### src/rtl/core/rts_pkg.sv
// ----------------------------------------------------------------------------
// rts_pkg
// types, op codes and constants shared by the task scheduler files
// ----------------------------------------------------------------------------
`default_nettype none
package rts_pkg;
	localparam int TASKS_DEF = 16;
	localparam int SEMAPHORES_DEF = 8;
	localparam int EVENT_GROUPS_DEF = 8;
	localparam int PRIORITY_BITS_DEF = 8;

	typedef enum logic [3:0] {
		OP_CREATE = 4'd0, OP_RUN = 4'd1, OP_DELAY = 4'd2, OP_TICK = 4'd3,
		OP_ISR_ENTER = 4'd4, OP_ISR_EXIT = 4'd5, OP_SEM_CREATE = 4'd6,
		OP_SEM_PEND = 4'd7, OP_SEM_POST = 4'd8, OP_EV_CREATE = 4'd9,
		OP_EV_PEND = 4'd10, OP_EV_SET = 4'd11, OP_EV_RESET = 4'd12
	} op_t;

	typedef enum logic [2:0] {
		TS_FREE = 3'd0, TS_READY = 3'd1, TS_DELAYED = 3'd2, TS_SEM = 3'd3,
		TS_EVENT = 3'd4
	} tstat_t;

	typedef enum logic [1:0] {
		ST_DONE = 2'd0, ST_BLOCKED = 2'd1, ST_FULL = 2'd2, ST_INVALID = 2'd3
	} status_t;

	typedef enum logic [2:0] {
		S_IDLE, S_OP, S_SCAN, S_WAIT, S_POST, S_SCHED, S_OUT
	} fsm_t;
endpackage
`default_nettype wire

### src/rtl/core/rts_if.sv
// ----------------------------------------------------------------------------
// rts_in_if / rts_out_if
// valid/ready channels carrying scheduler ops and results
// ----------------------------------------------------------------------------
`default_nettype none
interface rts_in_if;
	logic valid;
	logic ready;
	logic [3:0] op;
	logic [7:0] priority_req;
	logic [15:0] delay_ticks;
	logic [2:0] obj_index;
	logic [15:0] init_value;
	logic [15:0] mask;
	logic wait_all;
	modport source (output valid, op, priority_req, delay_ticks, obj_index,
		init_value, mask, wait_all, input ready);
	modport sink (input valid, op, priority_req, delay_ticks, obj_index,
		init_value, mask, wait_all, output ready);
endinterface

interface rts_out_if;
	logic valid;
	logic ready;
	logic [3:0] current_task;
	logic switched;
	logic [1:0] status;
	logic [15:0] flags_value;
	logic [3:0] new_task_index;
	modport source (output valid, current_task, switched, status, flags_value,
		new_task_index, input ready);
	modport sink (input valid, current_task, switched, status, flags_value,
		new_task_index, output ready);
endinterface
`default_nettype wire

### src/rtl/core/rtos_task_scheduler.sv
// ----------------------------------------------------------------------------
// rtos_task_scheduler
// priority task scheduler with semaphores and event groups
// ----------------------------------------------------------------------------
// each op runs S_OP, a pass over the table in S_SCAN (wakeup updates for
// tick, post and set), S_WAIT and S_POST, then a ready-task pick pass in
// S_SCHED when it schedules, and S_OUT; each table pass reads one
// entry per cycle through the task memory read port
// one op at a time; the next op is taken in the idle cycle after the result
// register is loaded; a result still waiting holds the op in S_OUT and so
// holds off the next op
// reset clears control state, task states (valid per entry) and counters
`default_nettype none
module rtos_task_scheduler
	import rts_pkg::*;
#(
	parameter int TASKS = TASKS_DEF,
	parameter int SEMAPHORES = SEMAPHORES_DEF,
	parameter int EVENT_GROUPS = EVENT_GROUPS_DEF,
	parameter int PRIORITY_BITS = PRIORITY_BITS_DEF
) (
	input wire logic clk,
	input wire logic arst_n,
	rts_in_if.sink in_ch,
	rts_out_if.source out_ch
);
	localparam int TW = $clog2(TASKS);
	localparam int SW = (SEMAPHORES > 1) ? $clog2(SEMAPHORES) : 1;
	localparam int EW = (EVENT_GROUPS > 1) ? $clog2(EVENT_GROUPS) : 1;
	localparam logic [PRIORITY_BITS-1:0] PMAX = '1;

	// task record kept in one memory (reset free); status lives in flip-flops
	typedef struct packed {
		logic [PRIORITY_BITS-1:0] prio;
		logic [15:0] dly;
		logic [2:0] wobj;
		logic [15:0] wmask;
		logic wall;
	} trec_t;

	trec_t tmem [TASKS];
	trec_t rd_s1;
	tstat_t tstat_q [TASKS];
	logic [15:0] sem_q [SEMAPHORES];
	logic [15:0] evf_q [EVENT_GROUPS];

	logic [TW:0] created_q;
	logic [TW-1:0] run_q;
	logic has_run_q, started_q;
	logic [7:0] isr_q;
	logic [31:0] swcnt_q;

	// latched op
	logic [3:0] op_q;
	logic [7:0] prio_q;
	logic [15:0] dly_q, init_q, mask_q;
	logic [2:0] obj_q;
	logic wall_q;

	fsm_t st_q, st_d;
	logic [TW:0] idx_q;        // scan counter, top bit marks end
	logic [TW-1:0] ridx_s1;    // index of record in rd_s1
	logic rvalid_s1;
	logic scan_upd_q;          // wakeup pass needed (tick, post, set)
	logic sched_q;
	logic [1:0] status_q;
	logic [15:0] flags_q;
	logic [TW-1:0] newidx_q;
	logic best_v_q;
	logic [TW-1:0] best_q;
	logic [PRIORITY_BITS-1:0] bestp_q;

	// result register
	logic ovalid_q;
	logic [3:0] o_cur_q, o_new_q;
	logic o_sw_q;
	logic [1:0] o_st_q;
	logic [15:0] o_flags_q;

	// result register free to take a new result this cycle
	logic out_free;
	assign out_free = !ovalid_q || out_ch.ready;

	assign in_ch.ready = (st_q == S_IDLE);
	assign out_ch.valid = ovalid_q;
	assign out_ch.current_task = o_cur_q;
	assign out_ch.switched = o_sw_q;
	assign out_ch.status = o_st_q;
	assign out_ch.flags_value = o_flags_q;
	assign out_ch.new_task_index = o_new_q;

	logic sem_ok, ev_ok;
	assign sem_ok = {29'd0, obj_q} < 32'(SEMAPHORES);
	assign ev_ok = {29'd0, obj_q} < 32'(EVENT_GROUPS);
	logic [SW-1:0] sidx;
	logic [EW-1:0] eidx;
	assign sidx = SW'(obj_q);
	assign eidx = EW'(obj_q);
	logic [15:0] cur_flags;
	assign cur_flags = evf_q[eidx];
	logic tbl_full;
	assign tbl_full = (created_q == (TW+1)'(TASKS));

	function automatic logic met(input logic [15:0] f, input logic [15:0] m,
		input logic a);
		met = a ? ((f & m) == m) : ((f & m) != 16'd0);
	endfunction

	// memory write port (single)
	logic we;
	logic [TW-1:0] wa;
	trec_t wd;
	// running-task record write
	logic we2;
	trec_t runrec_q;
	trec_t wd3;
	// memory read address: running task during S_OP, scan index otherwise
	logic [TW-1:0] ra;
	assign ra = (st_q == S_OP) ? run_q : idx_q[TW-1:0];

	always_ff @(posedge clk) begin
		if (we) tmem[wa] <= wd;
		rd_s1 <= tmem[ra];
	end

	always_ff @(posedge clk) begin
		ridx_s1 <= ra;
	end

	always_ff @(posedge clk or negedge arst_n) begin
		if (!arst_n) st_q <= S_IDLE;
		else st_q <= st_d;
	end

	always_comb begin
		st_d = st_q;
		case (st_q)
			S_IDLE: if (in_ch.valid && in_ch.ready) st_d = S_OP;
			S_OP: st_d = S_SCAN;
			S_SCAN: if (idx_q[TW] && !rvalid_s1) st_d = S_WAIT;
			S_WAIT: st_d = S_POST;
			S_POST: st_d = sched_q ? S_SCHED : S_OUT;
			S_SCHED: if (idx_q[TW] && !rvalid_s1) st_d = S_OUT;
			S_OUT: if (out_free) st_d = S_IDLE;
			default: st_d = S_IDLE;
		endcase
	end

	always_comb begin
		we = 1'b0;
		wa = run_q;
		wd = '0;
		if (st_q == S_OP) begin
			case (op_q)
				OP_CREATE: begin
					wa = created_q[TW-1:0];
					wd.prio = ({8'd0, prio_q} > {8'd0, 8'(PMAX)}) ? PMAX
						: PRIORITY_BITS'(prio_q);
				end
				OP_DELAY: begin
					wd = '0;
				end
				default: ;
			endcase
		end
		if (st_q == S_OP && op_q == OP_CREATE && !tbl_full) we = 1'b1;
		if (st_q == S_SCAN && rvalid_s1 && op_q == OP_TICK
			&& tstat_q[ridx_s1] == TS_DELAYED) begin
			we = 1'b1;
			wa = ridx_s1;
			wd = rd_s1;
			wd.dly = rd_s1.dly - 16'd1;
		end
		if (we2) begin
			we = 1'b1;
			wa = run_q;
			wd = wd3;
		end
	end

	// wait-field updates of the running task go into a side write on S_OP
	// through a second, narrow memory path would break one port; instead they
	// are done in S_WAIT when the scan port is idle

	always_ff @(posedge clk or negedge arst_n) begin
		if (!arst_n) begin
			for (int i = 0; i < TASKS; i++) tstat_q[i] <= TS_FREE;
			for (int i = 0; i < SEMAPHORES; i++) sem_q[i] <= '0;
			for (int i = 0; i < EVENT_GROUPS; i++) evf_q[i] <= '0;
			created_q <= '0;
			run_q <= '0;
			has_run_q <= 1'b0;
			started_q <= 1'b0;
			isr_q <= '0;
			swcnt_q <= '0;
			idx_q <= '0;
			rvalid_s1 <= 1'b0;
			scan_upd_q <= 1'b0;
			sched_q <= 1'b0;
			status_q <= ST_DONE;
			ovalid_q <= 1'b0;
			best_v_q <= 1'b0;
		end else begin
			if (ovalid_q && out_ch.ready) ovalid_q <= 1'b0;
			case (st_q)
				S_IDLE: begin
					idx_q <= '0;
					rvalid_s1 <= 1'b0;
				end
				S_OP: begin
					status_q <= ST_DONE;
					sched_q <= 1'b0;
					scan_upd_q <= 1'b0;
					idx_q <= '0;
					rvalid_s1 <= 1'b0;
					case (op_q)
						OP_CREATE: begin
							if (tbl_full) status_q <= ST_FULL;
							else begin
								tstat_q[created_q[TW-1:0]] <= TS_READY;
								created_q <= created_q + 1'b1;
								sched_q <= started_q;
							end
						end
						OP_RUN: begin
							started_q <= 1'b1;
							sched_q <= 1'b1;
						end
						OP_DELAY: begin
							if (dly_q != 16'd0) begin
								if (!has_run_q) status_q <= ST_INVALID;
								else begin
									tstat_q[run_q] <= TS_DELAYED;
									sched_q <= 1'b1;
								end
							end
						end
						OP_TICK: scan_upd_q <= 1'b1;
						OP_ISR_ENTER: if (isr_q != 8'hFF) isr_q <= isr_q + 8'd1;
						OP_ISR_EXIT: begin
							if (isr_q == 8'd0) status_q <= ST_INVALID;
							else begin
								isr_q <= isr_q - 8'd1;
								sched_q <= (isr_q == 8'd1) && started_q;
							end
						end
						OP_SEM_CREATE: begin
							if (!sem_ok) status_q <= ST_INVALID;
							else sem_q[sidx] <= init_q;
						end
						OP_SEM_PEND: begin
							if (!sem_ok) status_q <= ST_INVALID;
							else if (sem_q[sidx] != 16'd0) sem_q[sidx] <= sem_q[sidx] - 16'd1;
							else if (!has_run_q) status_q <= ST_INVALID;
							else begin
								tstat_q[run_q] <= TS_SEM;
								status_q <= ST_BLOCKED;
								sched_q <= 1'b1;
							end
						end
						OP_SEM_POST: begin
							if (!sem_ok) status_q <= ST_INVALID;
							else begin
								scan_upd_q <= 1'b1;
								sched_q <= (isr_q == 8'd0) && started_q;
							end
						end
						OP_EV_CREATE: begin
							if (!ev_ok) status_q <= ST_INVALID;
							else evf_q[eidx] <= init_q;
						end
						OP_EV_PEND: begin
							if (!ev_ok) status_q <= ST_INVALID;
							else if (!met(cur_flags, mask_q, wall_q)) begin
								if (!has_run_q) status_q <= ST_INVALID;
								else begin
									tstat_q[run_q] <= TS_EVENT;
									status_q <= ST_BLOCKED;
									sched_q <= 1'b1;
								end
							end
						end
						OP_EV_SET: begin
							if (!ev_ok) status_q <= ST_INVALID;
							else begin
								evf_q[eidx] <= cur_flags | mask_q;
								scan_upd_q <= 1'b1;
								sched_q <= (isr_q == 8'd0) && started_q;
							end
						end
						OP_EV_RESET: begin
							if (!ev_ok) status_q <= ST_INVALID;
							else evf_q[eidx] <= cur_flags & ~mask_q;
						end
						default: status_q <= ST_INVALID;
					endcase
					best_v_q <= 1'b0;
				end
				S_SCAN: begin
					// wakeup pass; the first cycle returns the running task's record
					if (!idx_q[TW]) idx_q <= idx_q + 1'b1;
					rvalid_s1 <= scan_upd_q && !idx_q[TW];
					if (rvalid_s1) begin
						case (op_q)
							OP_TICK: begin
								if (tstat_q[ridx_s1] == TS_DELAYED && rd_s1.dly == 16'd1)
									tstat_q[ridx_s1] <= TS_READY;
							end
							OP_SEM_POST: begin
								if (tstat_q[ridx_s1] == TS_SEM && rd_s1.wobj == obj_q
									&& (!best_v_q || rd_s1.prio < bestp_q)) begin
									best_v_q <= 1'b1;
									best_q <= ridx_s1;
									bestp_q <= rd_s1.prio;
								end
							end
							OP_EV_SET: begin
								if (tstat_q[ridx_s1] == TS_EVENT && rd_s1.wobj == obj_q
									&& met(cur_flags, rd_s1.wmask, rd_s1.wall))
									tstat_q[ridx_s1] <= TS_READY;
							end
							default: ;
						endcase
					end
				end
				S_WAIT: ;
				S_POST: begin
					if (op_q == OP_SEM_POST && status_q == ST_DONE) begin
						if (best_v_q) tstat_q[best_q] <= TS_READY;
						else if (sem_q[sidx] != 16'hFFFF) sem_q[sidx] <= sem_q[sidx] + 16'd1;
					end
					best_v_q <= 1'b0;
					idx_q <= '0;
					rvalid_s1 <= 1'b0;
				end
				S_SCHED: begin
					if (!idx_q[TW]) idx_q <= idx_q + 1'b1;
					rvalid_s1 <= !idx_q[TW];
					if (rvalid_s1 && tstat_q[ridx_s1] == TS_READY
						&& (!best_v_q || rd_s1.prio < bestp_q)) begin
						best_v_q <= 1'b1;
						best_q <= ridx_s1;
						bestp_q <= rd_s1.prio;
					end
				end
				S_OUT: begin
					// schedule decision, taken once the result register is free
					if (out_free) begin
						if (sched_q) begin
							if (!best_v_q) begin
								has_run_q <= 1'b0;
								if (status_q == ST_DONE) status_q <= ST_INVALID;
							end else begin
								if (!has_run_q || run_q != best_q) begin
									run_q <= best_q;
									swcnt_q <= swcnt_q + 32'd1;
								end
								has_run_q <= 1'b1;
							end
						end
						ovalid_q <= 1'b1;
					end
				end
				default: ;
			endcase
		end
	end

	// S_OUT drives the result register from the decision taken this cycle
	logic sw_now;
	logic [TW-1:0] run_now;
	logic [1:0] st_now;
	always_comb begin
		sw_now = 1'b0;
		run_now = run_q;
		st_now = status_q;
		if (sched_q) begin
			if (!best_v_q) begin
				if (status_q == ST_DONE) st_now = ST_INVALID;
			end else if (!has_run_q || run_q != best_q) begin
				sw_now = 1'b1;
				run_now = best_q;
			end
		end
	end

	always_ff @(posedge clk) begin
		if (in_ch.valid && in_ch.ready) begin
			op_q <= in_ch.op;
			prio_q <= in_ch.priority_req;
			dly_q <= in_ch.delay_ticks;
			obj_q <= in_ch.obj_index;
			init_q <= in_ch.init_value;
			mask_q <= in_ch.mask;
			wall_q <= in_ch.wait_all;
		end
		if (st_q == S_OP) begin
			newidx_q <= created_q[TW-1:0];
			flags_q <= '0;
		end
		if (st_q == S_POST && op_q >= OP_EV_CREATE && op_q <= OP_EV_RESET && ev_ok)
			flags_q <= cur_flags;
		if (st_q == S_OUT && out_free) begin
			o_cur_q <= 4'(run_now);
			o_sw_q <= sw_now;
			o_st_q <= st_now;
			o_flags_q <= flags_q;
			o_new_q <= (op_q == OP_CREATE && status_q != ST_FULL) ? 4'(newidx_q) : 4'd0;
		end
	end

	// running-task record update; S_WAIT is free of scan reads and writes
	always_comb begin
		we2 = 1'b0;
		if (st_q == S_WAIT) begin
			if (op_q == OP_DELAY && dly_q != 16'd0 && status_q == ST_DONE) we2 = 1'b1;
			if ((op_q == OP_SEM_PEND || op_q == OP_EV_PEND) && status_q == ST_BLOCKED)
				we2 = 1'b1;
		end
	end

	// read-modify-write of the running task's fields: priority kept from the
	// stored copy, read back in S_SCAN's first cycle
	always_ff @(posedge clk) begin
		if (st_q == S_SCAN && idx_q == '0) runrec_q <= rd_s1;
	end

	always_comb begin
		wd3 = runrec_q;
		if (op_q == OP_DELAY) wd3.dly = dly_q;
		else begin
			wd3.wobj = obj_q;
			if (op_q == OP_EV_PEND) begin
				wd3.wmask = mask_q;
				wd3.wall = wall_q;
			end
		end
	end
endmodule
`default_nettype wire

### src/flat_wrapper.sv
// flat-port wrapper written by rule: the top's interface ports become plain ports
module rtos_task_scheduler_flat import rts_pkg::*;
#(
	parameter int TASKS = TASKS_DEF,
	parameter int SEMAPHORES = SEMAPHORES_DEF,
	parameter int EVENT_GROUPS = EVENT_GROUPS_DEF,
	parameter int PRIORITY_BITS = PRIORITY_BITS_DEF
)
  (clk, arst_n, in_ch_valid, in_ch_op, in_ch_priority_req, in_ch_delay_ticks, in_ch_obj_index, in_ch_init_value, in_ch_mask, in_ch_wait_all, in_ch_ready, out_ch_valid, out_ch_current_task, out_ch_switched, out_ch_status, out_ch_flags_value, out_ch_new_task_index, out_ch_ready);
  rts_in_if in_ch_i ();
  rts_out_if out_ch_i ();
  input wire logic clk;
  input wire logic arst_n;
  input wire logic [$bits(in_ch_i.valid)-1:0] in_ch_valid;
  input wire logic [$bits(in_ch_i.op)-1:0] in_ch_op;
  input wire logic [$bits(in_ch_i.priority_req)-1:0] in_ch_priority_req;
  input wire logic [$bits(in_ch_i.delay_ticks)-1:0] in_ch_delay_ticks;
  input wire logic [$bits(in_ch_i.obj_index)-1:0] in_ch_obj_index;
  input wire logic [$bits(in_ch_i.init_value)-1:0] in_ch_init_value;
  input wire logic [$bits(in_ch_i.mask)-1:0] in_ch_mask;
  input wire logic [$bits(in_ch_i.wait_all)-1:0] in_ch_wait_all;
  output wire logic [$bits(in_ch_i.ready)-1:0] in_ch_ready;
  output wire logic [$bits(out_ch_i.valid)-1:0] out_ch_valid;
  output wire logic [$bits(out_ch_i.current_task)-1:0] out_ch_current_task;
  output wire logic [$bits(out_ch_i.switched)-1:0] out_ch_switched;
  output wire logic [$bits(out_ch_i.status)-1:0] out_ch_status;
  output wire logic [$bits(out_ch_i.flags_value)-1:0] out_ch_flags_value;
  output wire logic [$bits(out_ch_i.new_task_index)-1:0] out_ch_new_task_index;
  input wire logic [$bits(out_ch_i.ready)-1:0] out_ch_ready;
  assign in_ch_i.valid = in_ch_valid;
  assign in_ch_i.op = in_ch_op;
  assign in_ch_i.priority_req = in_ch_priority_req;
  assign in_ch_i.delay_ticks = in_ch_delay_ticks;
  assign in_ch_i.obj_index = in_ch_obj_index;
  assign in_ch_i.init_value = in_ch_init_value;
  assign in_ch_i.mask = in_ch_mask;
  assign in_ch_i.wait_all = in_ch_wait_all;
  assign in_ch_ready = in_ch_i.ready;
  assign out_ch_valid = out_ch_i.valid;
  assign out_ch_current_task = out_ch_i.current_task;
  assign out_ch_switched = out_ch_i.switched;
  assign out_ch_status = out_ch_i.status;
  assign out_ch_flags_value = out_ch_i.flags_value;
  assign out_ch_new_task_index = out_ch_i.new_task_index;
  assign out_ch_i.ready = out_ch_ready;
  rtos_task_scheduler #(.TASKS(TASKS), .SEMAPHORES(SEMAPHORES), .EVENT_GROUPS(EVENT_GROUPS), .PRIORITY_BITS(PRIORITY_BITS)) u_core (.clk(clk), .arst_n(arst_n), .in_ch(in_ch_i), .out_ch(out_ch_i));
endmodule
### config.mk
export PLATFORM = sky130hd
export DESIGN_NAME = rtos_task_scheduler_flat
export DESIGN_NICKNAME = d
export VERILOG_FILES = /design/src/rtl/core/rts_pkg.sv /design/src/rtl/core/rts_if.sv /design/src/rtl/core/rtos_task_scheduler.sv /design/src/flat_wrapper.sv
export SDC_FILE = /design/constraint.sdc
export NUM_CORES = 2
export LEC_CHECK = 0
export BUFFER_PORTS_ARGS = -buffer_cell sky130_fd_sc_hd__buf_2
export CAP_MARGIN = 20
export CORE_ASPECT_RATIO = 0.9
export CORE_MARGIN = 10
export CORE_UTILIZATION = 41
export CTS_BUF_LIST = sky130_fd_sc_hd__clkbuf_4
export DETAILED_ROUTE_END_ITERATION = 7
export MAX_ROUTING_LAYER = met4
export PLACE_DENSITY = 0.57
export SLEW_MARGIN = 30
export SYNTH_ARGS = -nofsm -noshare
export SYNTH_HDL_FRONTEND = slang
export SYNTH_SLANG_ARGS = --single-unit
export TNS_END_PERCENT = 20
### constraint.sdc
create_clock -name clk -period 5.35 [get_ports clk]
set_clock_uncertainty 0.05 [all_clocks]
set_input_delay 0.2675 -clock clk [delete_from_list [all_inputs] [get_ports clk]]
set_output_delay 0.2675 -clock clk [all_outputs]
set_load 0.005 [all_outputs]
==> metrics.md <==
| Metric | Value |
|---|---|
| Clk buf depth | 4 |
| Max Cap Viol | 0 |
| CTS tree | built |
| Num CTS Buffers | 340 |
| Detailed-route via count | 40600 |
| Core footprint | 133000 um2 |
| P&R area growth vs syn | 15.9% |
| Outcome | complete, but fails checks |
| GP Congestion | 0.932 |
| DRC violation total after the first TritonRoute iteration | 4604 |
| First-pass GRT wire length | 254000 um |
| Most common cell after layout, fill and taps aside | nand2_1 |
| WHS | 154 ps |
| Asr flop ratio synth | 0.269 |
| RSZ-0062 raised after global routing | no |
| Maximum fanout along the worst path | 23 |
| YS warnings | 0 |
| Violated checks | DRC |
| Overall global routing resource usage | 0.229 |
| Antenna violations before repair | 4 |
| Tot Pwr | 28.5 mW |
| Final Cell Area | 63600 um2 |
| Psw | 10.2 mW |
| Worst setup SP type | flip-flop |
| Area of the multi-input gates | 17900 um2 |
| Filler instances | 12000 |
| Commonest cells after routing, fill and taps aside | nand2_1 (1036), edfxtp_1 (871), clkbuf_4 (502) |
| Max Fclk | 208 MHz |
| Final setup viols | 0 |
| Synthesized cell area | 54900 um2 |
| Sw frac | 0.357 |
| Main flop type after synthesis | edfxtp_1 |
| DP Area | 58100 um2 |
| Final WS setup | 542 ps |
| Row count | 127 |
| Syn Inst Count | 4687 |
| Clock share of power | 0.290 |
| Vias/cell | 5.70 |
| CTS H-tree depth | 5 |
| Syn Nets | 4776 |
| Sequential area share after synthesis | 0.648 |
| Drt first pass iters | 8 |
| Largest net degree at the start of global routing | 155 |
| Actual slew at the worst max-slew pin | 1110 ps |
| TNS Setup | 0 ps |
| Die span in y | 367 um |
| Slowest stage delay, CP | 760 ps |
| Sequential power share | 0.441 |
| IO Pins | 97 |
| CP Capture Type | flip-flop |
| Slew HR | 0.260 |
| Combinational share of power | 0.269 |
| Int Pwr | 18.3 mW |
| Reg area | 35600 um2 |
| CP required | 6410 ps |
| Grt total ovfl | 0 |
| Setup Crit Path Kind | reg -> reg |
| # port buffers | 96 |
| HPWL Detailed | 108000 um |
| # DRC | 2 |
| Final hold viol count | 0 |
| Clock Sinks | 1257 |
| Wire per inst | 23.8 um |
| CP max stage cell | nor3_1 |
| CTS root buf | clkbuf_4 |
| Worst endpoint data arrival time | 5870 ps |
| Peak supply drop | 444 uV |
| Avg Cell Area, Syn | 11.7 um2 |
| Die ar. | 149000 um2 |
| Cell Pwr Density | 447 nW/um2 |
| Die Width | 406 um |
| Register bit total from synthesis | 1257 |
| Post-synth EDFFs | 871 |
| Final Max Slew Viols | 0 |
| Starting Density | 0.412 |
| Hold Path Class | in -> async |
| Final worst path period share | 0.899 |
| Share of layout cells above drive strength 1 | 0.174 |
| Vias in the first global route | 38800 |
| CP Cell Sequence | buf_4 -> nor2b_1 -> a32o_1 -> nor3_1 -> o22ai_1 -> nor4_1 -> a2111o_1 -> and3_1 -> nand2_1 -> o31ai_1 |
| Pre-CTS setup slack | 396 ps |
| Pleak | 24.9 nW |
| Clock Latency Late Sink | 1270 ps |
| Nets | 5223 |
| Distinct cells, synth | 100 |
| Fin crit period | 4810 ps |
| Reg clk slew, reported paths | 70 ps |
| Final WL | 169000 um |
| Routed Antenna Nets | 0 |
[final cells by class]
| type | instances | share of cell area |
|---|---|---|
| Inverter | 59 | 0.00368 |
| Multi-Input combinational cell | 3055 | 0.282 |
| Timing Repair Buffer | 421 | 0.0563 |
| Clock buffer | 502 | 0.0592 |
| Antenna cell | 8 | 0.000315 |
| Clock inverter | 74 | 0.00496 |
| Tap cell | 1741 | 0.0342 |
| Sequential cell | 1257 | 0.559 |
[state kept, by name, indices dropped and copies added (netlist names), 5 cells and up]
register                   cells
u_core.bestp_q                 8
u_core.created_q               5
u_core.dly_q                  16
u_core.evf_q                 128
u_core.flags_q                16
u_core.idx_q                   5
u_core.init_q                 16
u_core.isr_q                   8
u_core.mask_q                 16
u_core.out_ch.flags_value     16
u_core.prio_q                  8
u_core.rd_s1                  44
u_core.runrec_q               44
u_core.sem_q                 128
u_core.tmem                  704
u_core.tstat_q                48
[critical path, delay by kind of cell, from the launching register on]
kind	cells	cell delay (ps)
and+or+nand+nor	5	2260
AOI/OAI and AO/OA	4	1270
DFF	1	680
buffers and inverters	1	390
[synthesized netlist by cell type, types with 16 or more instances]
cell	instances	area, um2
o21ai_1	27	135
nor2b_1	39	244
dfrtp_1	338	8460
nand4_1	16	100
nand2_1	1038	3900
mux4_2	36	811
xnor2_1	34	298
xor2_1	21	184
nand2b_1	22	138
mux2_1	86	968
o31ai_1	33	248
mux2_2	18	203
mux2i_1	91	911
a21oi_1	105	526
o22ai_1	72	450
inv_1	56	210
a31oi_1	71	444
nor4_1	21	131
nor3_1	58	290
o21ai_0	233	1170
a22oi_1	40	300
dfxtp_1	48	961
nand3_1	403	2020
ha_1	21	263
o211ai_1	27	203
buf_1	22	82.6
and3_1	56	350
clkbuf_1	242	908
edfxtp_1	871	26200
a311oi_1	89	780
buf_2	28	140
nor2_1	183	687
[per-stage QoR]
stage | util | std cells
final | 0.478 | 7117
after detailed placement | 0.436 | 6393
after global routing | 0.478 | 7115
after global placement | 0.436 | 6393
after CTS | 0.477 | 7103
after floorplan | - | 4687
[cell families (layout without fill, tap and decap cells)]
group                      Yosys count  in the layout  synth area share
AOI/OAI and AO/OA                  813            813            0.0969
other                                0              8                 0
xor gates and xnor gates            55             55           0.00878
muxes                              240            240            0.0558
buffers and inverters              375           1056            0.0289
adders and majority gates           21             21           0.00479
and+or+nand+nor                   1926           1926             0.157
DFF                               1257           1257             0.648
[power groups by stage]
stage                     Clock (mW)  Sequential, mW  Combinational [mW]
after CTS                       8.46            12.5                7.57
after floorplan                    0            12.3                4.78
after global placement             0            12.7                7.42
final                           8.24            12.5                7.67
after global routing            8.99            12.6                8.29
after detailed placement           0            12.7                7.47
[layer usage]
metal / GRT usage / routed length (um) / vias up
met1: 0.331 / 76500 / 20100
met2: 0.319 / 73300 / 1888
met3: 0.0465 / 14500 / 305
li1: - / - / 18300
met4: 0.0756 / 4770 / 0
met5: - / 0 / -
[final timing paths]
path / endpoint / start / depth (start not counted) / slack, ps
max reg2reg: u_core.tstat_q[23] / u_core.eidx[2] / 10 / 540
min in group clk: u_core.prio_q[7] / in_ch_valid / 3 / 160
min reg2reg: u_core.out_ch.flags_value[13] / u_core.flags_q[13] / 0 / 370
min: u_core.sem_q[89] / arst_n / 4 / 150
max in group asynchronous: u_core.evf_q[59] / arst_n / 4 / 4200
max: u_core.tstat_q[23] / u_core.eidx[2] / 10 / 540
[repair_timing]
item / CTS / global route
hold buffers: 134 / 0
endpoints found under the hold margin: 487 / 0
resized for setup: 0 / 0
setup buffers: 0 / 5
setup endpoints to repair: 0 / 14
Note: power is estimated with default switching activity, not from simulation.
